==> config.mk <==
export PLATFORM = sky130hd
export DESIGN_NAME = leb128_varint_encoder
export DESIGN_NICKNAME = d
export VERILOG_FILES = /design/src/hw/rtl/leb_pkg.sv /design/src/hw/rtl/leb128_varint_encoder.sv /design/src/hw/rtl/leb_ctrl.sv /design/src/hw/rtl/leb_dp.sv
export SDC_FILE = /design/constraint.sdc
export NUM_CORES = 1
export LEC_CHECK = 0
export BUFFER_PORTS_ARGS = -buffer_cell sky130_fd_sc_hd__clkbuf_2
export CAP_MARGIN = 0
export CORE_AREA = 2 2 124 156
export CTS_CLUSTER_SIZE = 8
export DETAILED_ROUTE_END_ITERATION = 10
export DIE_AREA = 0 0 126 158
export GPL_TIMING_DRIVEN = 0
export PLACE_DENSITY = 0.79
export SLEW_MARGIN = 20
export SYNTH_ARGS = -nofsm -noshare
export SYNTH_HDL_FRONTEND = slang
export SYNTH_SLANG_ARGS = --single-unit
==> constraint.sdc <==
create_clock -name aclk -period 7.2 [get_ports aclk]
set_input_delay 0.72 -clock aclk [delete_from_list [all_inputs] [get_ports aclk]]
set_output_delay 0.72 -clock aclk [all_outputs]
set_load 0.03 [all_outputs]
==> src/hw/rtl/leb_pkg.sv <==
// shared types and constants for the leb128 varint encoder
package leb_pkg;

    localparam int unsigned LimbW   = 64;
    localparam int unsigned ValW    = 3 * LimbW;
    localparam int unsigned GroupW  = 7;
    localparam int unsigned MaxOut  = 28;
    localparam int unsigned CntW    = $clog2(MaxOut);

    localparam logic [1:0] CMD_U64  = 2'd0;
    localparam logic [1:0] CMD_S64  = 2'd1;
    localparam logic [1:0] CMD_S192 = 2'd2;

    localparam logic [7:0] CONT_BIT = 8'h80;

    typedef enum logic [1:0] {
        ST_IDLE = 2'b01,
        ST_RUN  = 2'b10
    } leb_state_t;

    typedef struct packed {
        logic load;
        logic step;
    } leb_cmd_t;

    typedef struct packed {
        logic out_free;
        logic last;
    } leb_sts_t;

endpackage

==> src/hw/rtl/leb128_varint_encoder.sv <==
// top level of the leb128 varint encoder
//
// input channel s_*: one request per value; s_tuser selects the mode
// (0 unsigned 64-bit, 1 signed 64-bit, 2 signed 192-bit, 3 dropped),
// s_tdata carries the value as three 64-bit limbs, low limb first.
// output channel m_*: one byte per transfer, least significant group
// first, m_tlast set on the final byte of each value.
// a value is encoded by first loading the shift register and then
// stepping out one byte at a time through the shared 7-bit shifter;
// the first byte is registered on the first step after the load. up to
// 10 bytes for the 64-bit modes, up to 28 for the 192-bit mode. a
// dropped request yields nothing.
// s_tready is high while no value is being encoded; the next request is
// taken while the last byte of the previous one still waits in the
// output register.
// when m_tready is low a full output register holds its byte and the
// shifter pauses. reset (aresetn low, synchronous) empties the output
// register and returns the controller to idle.
module leb128_varint_encoder
    import leb_pkg::*;
(
    input  logic         aclk,
    input  logic         aresetn,
    input  logic         s_tvalid,
    output logic         s_tready,
    input  logic [191:0] s_tdata,   // value_low, value_mid, value_high
    input  logic [1:0]   s_tuser,   // cmd
    output logic         m_tvalid,
    input  logic         m_tready,
    output logic [7:0]   m_tdata,   // out_byte
    output logic         m_tlast    // is_last
);

    leb_cmd_t cmd;
    leb_sts_t sts;

    leb_ctrl u_ctrl (
        .aclk     (aclk),
        .aresetn  (aresetn),
        .s_tvalid (s_tvalid),
        .s_tready (s_tready),
        .s_tuser  (s_tuser),
        .sts      (sts),
        .cmd      (cmd)
    );

    leb_dp u_dp (
        .aclk     (aclk),
        .aresetn  (aresetn),
        .cmd      (cmd),
        .sts      (sts),
        .s_tuser  (s_tuser),
        .s_tdata  (s_tdata),
        .m_tvalid (m_tvalid),
        .m_tready (m_tready),
        .m_tdata  (m_tdata),
        .m_tlast  (m_tlast)
    );

endmodule

==> src/hw/rtl/leb_ctrl.sv <==
// controller: request intake and byte sequencing state machine
module leb_ctrl
    import leb_pkg::*;
(
    input  logic       aclk,
    input  logic       aresetn,
    input  logic       s_tvalid,
    output logic       s_tready,
    input  logic [1:0] s_tuser,
    input  leb_sts_t   sts,
    output leb_cmd_t   cmd
);

    leb_state_t state_reg, state_next;
    logic       accept;
    logic       known_cmd;

    assign s_tready  = (state_reg == ST_IDLE);
    assign accept    = s_tvalid && s_tready;
    assign known_cmd = (s_tuser == CMD_U64) || (s_tuser == CMD_S64) || (s_tuser == CMD_S192);

    always_comb begin
        state_next = state_reg;
        cmd.load   = 1'b0;
        cmd.step   = 1'b0;
        unique case (state_reg)
            ST_IDLE: begin
                if (accept && known_cmd) begin
                    cmd.load   = 1'b1;
                    state_next = ST_RUN;
                end
            end
            ST_RUN: begin
                if (sts.out_free) begin
                    cmd.step = 1'b1;
                    if (sts.last) begin
                        state_next = ST_IDLE;
                    end
                end
            end
            default: state_next = ST_IDLE;
        endcase
    end

    always_ff @(posedge aclk) begin
        if (!aresetn) begin
            state_reg <= ST_IDLE;
        end else begin
            state_reg <= state_next;
        end
    end

`ifndef SYNTHESIS
    a_step_in_run: assert property (@(posedge aclk) disable iff (!aresetn)
        cmd.step |-> state_reg == ST_RUN)
        else $error("byte step outside run state");
    a_last_ends: assert property (@(posedge aclk) disable iff (!aresetn)
        (cmd.step && sts.last) |=> state_reg == ST_IDLE)
        else $error("final byte did not return to idle");
    a_load_starts: assert property (@(posedge aclk) disable iff (!aresetn)
        cmd.load |=> state_reg == ST_RUN)
        else $error("load did not start a run");
`endif

endmodule

==> src/hw/rtl/leb_dp.sv <==
// datapath: value shifter, byte counter, end detection and output register
module leb_dp
    import leb_pkg::*;
(
    input  logic                  aclk,
    input  logic                  aresetn,
    input  leb_cmd_t              cmd,
    output leb_sts_t              sts,
    input  logic [1:0]            s_tuser,
    input  logic [ValW-1:0]       s_tdata,
    output logic                  m_tvalid,
    input  logic                  m_tready,
    output logic [7:0]            m_tdata,
    output logic                  m_tlast
);

    logic [ValW-1:0]   val_reg, val_next;
    logic [ValW-1:0]   load_val;
    logic [ValW-1:0]   shifted;
    logic              signed_reg;
    logic [CntW-1:0]   cnt_reg;
    logic              m_tvalid_reg;
    logic [7:0]        m_tdata_reg;
    logic              m_tlast_reg;
    logic [GroupW-1:0] grp;
    logic              fill;
    logic              rem_zero;
    logic              rem_ones;
    logic              done;
    logic [LimbW-1:0]  lo;

    assign lo = s_tdata[LimbW-1:0];

    always_comb begin
        unique case (s_tuser)
            CMD_U64:  load_val = {{(ValW-LimbW){1'b0}}, lo};
            CMD_S64:  load_val = {{(ValW-LimbW){lo[LimbW-1]}}, lo};
            default:  load_val = s_tdata;
        endcase
    end

    assign grp      = val_reg[GroupW-1:0];
    assign fill     = signed_reg & val_reg[ValW-1];
    assign shifted  = {{GroupW{fill}}, val_reg[ValW-1:GroupW]};
    assign rem_zero = (shifted == '0);
    assign rem_ones = (shifted == '1);

    always_comb begin
        if (signed_reg) begin
            done = (rem_zero && !grp[GroupW-1]) || (rem_ones && grp[GroupW-1])
                || (cnt_reg == CntW'(MaxOut - 1));
        end else begin
            done = rem_zero;
        end
    end

    assign sts.out_free = !m_tvalid_reg || m_tready;
    assign sts.last     = done;

    always_comb begin
        val_next = val_reg;
        if (cmd.load) begin
            val_next = load_val;
        end else if (cmd.step) begin
            val_next = shifted;
        end
    end

    always_ff @(posedge aclk) begin
        val_reg <= val_next;
        if (cmd.load) begin
            signed_reg <= (s_tuser != CMD_U64);
        end
        if (cmd.step) begin
            m_tdata_reg <= done ? {1'b0, grp} : (CONT_BIT | {1'b0, grp});
            m_tlast_reg <= done;
        end
    end

    always_ff @(posedge aclk) begin
        if (!aresetn) begin
            cnt_reg      <= '0;
            m_tvalid_reg <= 1'b0;
        end else begin
            if (cmd.load) begin
                cnt_reg <= '0;
            end else if (cmd.step) begin
                cnt_reg <= cnt_reg + 1'b1;
            end
            if (cmd.step) begin
                m_tvalid_reg <= 1'b1;
            end else if (m_tready) begin
                m_tvalid_reg <= 1'b0;
            end
        end
    end

    assign m_tvalid = m_tvalid_reg;
    assign m_tdata  = m_tdata_reg;
    assign m_tlast  = m_tlast_reg;

`ifndef SYNTHESIS
    a_cnt_bound: assert property (@(posedge aclk) disable iff (!aresetn)
        cmd.step |-> cnt_reg <= CntW'(MaxOut - 1))
        else $error("byte count past limit");
    a_u64_short: assert property (@(posedge aclk) disable iff (!aresetn)
        (cmd.step && !signed_reg) |-> cnt_reg < CntW'(10))
        else $error("unsigned encoding longer than ten bytes");
    a_cont_bit: assert property (@(posedge aclk) disable iff (!aresetn)
        m_tvalid |-> (m_tdata[7] == !m_tlast))
        else $error("continuation bit disagrees with last flag");
`endif

endmodule
==> flow_metrics.py <==
metrics = {
    "synth": {
        "synthMuxAreaShare_pct": 0.0999,
        "yosys_warnings": 0,
        "ys_types": 32,
        "synth_top_area_share_pct": 60.5,
        "synth_xor_area_share_pct": 0.350,
        "synth_compound_area_share_pct": 13.0,
        "ys_seq_area_share_pct": 62.1,
        "yosys.area_share.adder_pct": 0.125,
        "syn_area_mm2": 0.0100,
        "syn_avg_cell_area_um2": 9.83,
        "synth_top_family_by_area": "simple AND/OR/NAND/NOR gates",
        "yosys-top-cells-area": "edfxtp_1, nand2_1, a21oi_1, o21ai_0, nand4_1",
        "synth-seq-cells": 210,
        "synth_largest_area_cell": "edfxtp_1",
        "yosys.area_share.simple_pct": 21.2,
        "syn-instance-count": 1019,
        "mappedNetlistNets": 1218,
    },
    "drt": {
        "wirelength_um": 29900,
        "via_per_inst": 6.08,
        "num_vias": 9158,
        "postRouteAntennaNets": 0,
        "dr.pass1.iters": 5,
        "wl_per_cell_um": 19.8,
        "drc": 0,
        "drt_iter0_drc": 1054,
    },
    "grt": {
        "grt_pass1_vias": 8602,
        "grt_pass1_wl_um": 45000,
        "grt_overflow": 0,
        "grt_max_degree": 57,
        "grt_antenna_before_repair": 1,
        "grt_util_all_layers_pct": 29.1,
    },
    "placed_design": {
        "io_buffer_count": 207,
        "dp_hpwl_um": 21600,
        "gp_congestion": 0.929,
        "dp_cells": 1462,
        "dpl-instance-area_mm2": 0.0114,
    },
    "clock_network": {
        "cts_buffers": 30,
        "clock-sinks": 210,
        "root_buffer": "clkbuf_16",
        "htreeDepth": 1,
        "cts_resized": 0,
        "clock_insertion_delay_worst_skew_ps": 540,
        "hold_buffers": 0,
        "clk_pin_slew_ps": 50,
        "postCtsSetupBuffers": 0,
        "cts_tree": "yes",
        "clk_path_buf_depth": 3,
    },
    "final_layout": {
        "final_common_cell": "nand2_1",
        "instances_no_fill": 1507,
        "nets": 1461,
        "final_cell_mix": "nand2_1, clkbuf_2, edfxtp_1, a21oi_1, o21ai_0",
        "drive_above_1_share_pct": 21.0,
        "area_growth_pct": 22.5,
        "finalInstanceArea_mm2": 0.0123,
        "largest_reg_flops": 192,
    },
    "timing": {
        "hold_viol_final": 0,
        "fmax_mhz": 337,
        "worstMarginPinSlew_ps": 981,
        "hold_ws_ps": 416,
        "rsz0062_at_grt": "no",
        "maxSlewViolCount": 0,
        "skew_ps": 14.9,
        "period_share_pct": 41.2,
        "min_period_ps": 2970,
        "setup_viol": 0,
        "relSlewSlack_pct": 34.6,
    },
    "worst_setup_path": {
        "critPathMaxFanout": 43,
        "crit_family": "buffers and inverters",
        "cp_common_cell": "buf_12",
        "path_buf_inv": 6,
        "path_cells": "nor2b_1 > nand3_1 > buf_4 > buf_2 > buf_2 > nand2b_4 > buf_12 > buf_12 > buf_12",
        "end_kind": "flip-flop",
        "slowest_stage": "dfxtp_1",
        "cp.arrival_ps": 3170,
        "crit_type": "flip-flop to flip-flop",
        "startpoint_type": "flip-flop",
        "cp_slowest_stage_delay_ps": 340,
        "cp.required_ps": 7410,
    },
    "floorplan": {
        "die_area_mm2": 0.0199,
        "rows": 56,
        "start_util_pct": 54.2,
        "die_w_um": 126,
        "die_h_um": 158,
        "ios": 209,
        "core-area_mm2": 0.0185,
    },
    "power_and_ir_drop": {
        "power_uw": 3270,
        "peakVddDrop_mv": 0.197,
        "p_leak_uw": 0.00482,
        "power_density_mw_per_mm2": 267,
    },
    "run_status": {
        "status": "finished, final reports clean",
    },
    "run": {
        "drv_cap": 0,
    },
    "min_path": {
        "min-delay-path-class": "flip-flop to flip-flop",
    },
}
## logic make-up (layout without fill, tap and decap cells)
group / after synthesis / after routing
DFF: 210 / 210
muxes: 1 / 1
adders and majority gates: 1 / 1
buffers and inverters: 71 / 326
and+or+nand+nor: 475 / 475
other: 0 / 1
AOI/OAI and AO/OA: 257 / 257
xor gates and xnor gates: 4 / 4
## where the power goes
group | internal [uW] | switching (uW)
Sequential | 1510 | 103
Combinational | 145 | 255
Clock | 771 | 492
## cells in the mapped netlist
cell      instances
o21a_1            1
nand2_1         321
xnor2_1           1
nor4_1           57
nor4_2            1
or2_2             1
nor2_1           16
mux2i_1           1
a21boi_0          1
o41a_1            1
a31oi_1           1
or4_1             1
a211oi_1          1
buf_4             7
nor3_1            3
o21ai_1           1
and2_1            2
xor2_1            3
nand4_1          60
nand2b_1          3
a21oi_1         129
nor2b_1           2
ha_1              1
nand3_1           7
a31o_2            1
clkbuf_1         50
edfxtp_1        202
o21ai_0         121
and3_1            1
dfxtp_1           8
buf_2            13
inv_1             1
## per-layer routing
layer | vias to the layer above | global-route usage (%) | share of wire, %
met5 | - | 0 | 0
met4 | 0 | 11.8 | 4.2
met3 | 82 | 4.06 | 9.5
met2 | 607 | 50.8 | 50
met1 | 4234 | 36.6 | 37
li1 | 4235 | - | -
## path summary, 6_finish.rpt
| kind | startpoint | endpoint | slack (ps) | depth (start not counted) |
|---|---|---|---|---|
| worst max-delay path | u_ctrl.state_reg[0] | u_dp.val_reg[125] | 4230 | 9 |
| worst min register to register | u_dp.val_reg[4] | u_dp.m_tdata[4] | 420 | 0 |
| worst max register to register | u_ctrl.state_reg[0] | u_dp.val_reg[125] | 4230 | 9 |
| worst min-delay path | u_dp.val_reg[4] | u_dp.m_tdata[4] | 420 | 0 |
## metrics by stage
| step | utilization, % | TNS, ps | worst slack [ps] |
|---|---|---|---|
| 2_1_floorplan | - | 0 | 512 |
| 3_3_place_gp | 61.3 | -294720 | -1540 |
| 3_5_place_dp | 61.9 | 0 | 3880 |
| 4_1_cts | 66.3 | 0 | 4210 |
| 5_1_grt | 66.4 | 0 | 4050 |
| 6_report | 66.4 | 0 | 4230 |
## final cells by class
class | instances | area (um2)
repair buffers | 211 | 1120
multi-input cells | 738 | 3490
clock buffers | 43 | 821
diodes | 1 | 2.50
clock inverters | 1 | 8.76
inverters | 1 | 3.75
fillers | 1473 | 6220
flip-flops and latches | 210 | 6230
well taps | 232 | 290
plain buffers | 70 | 305
No activity file was read; power rests on OpenSTA's default activity.
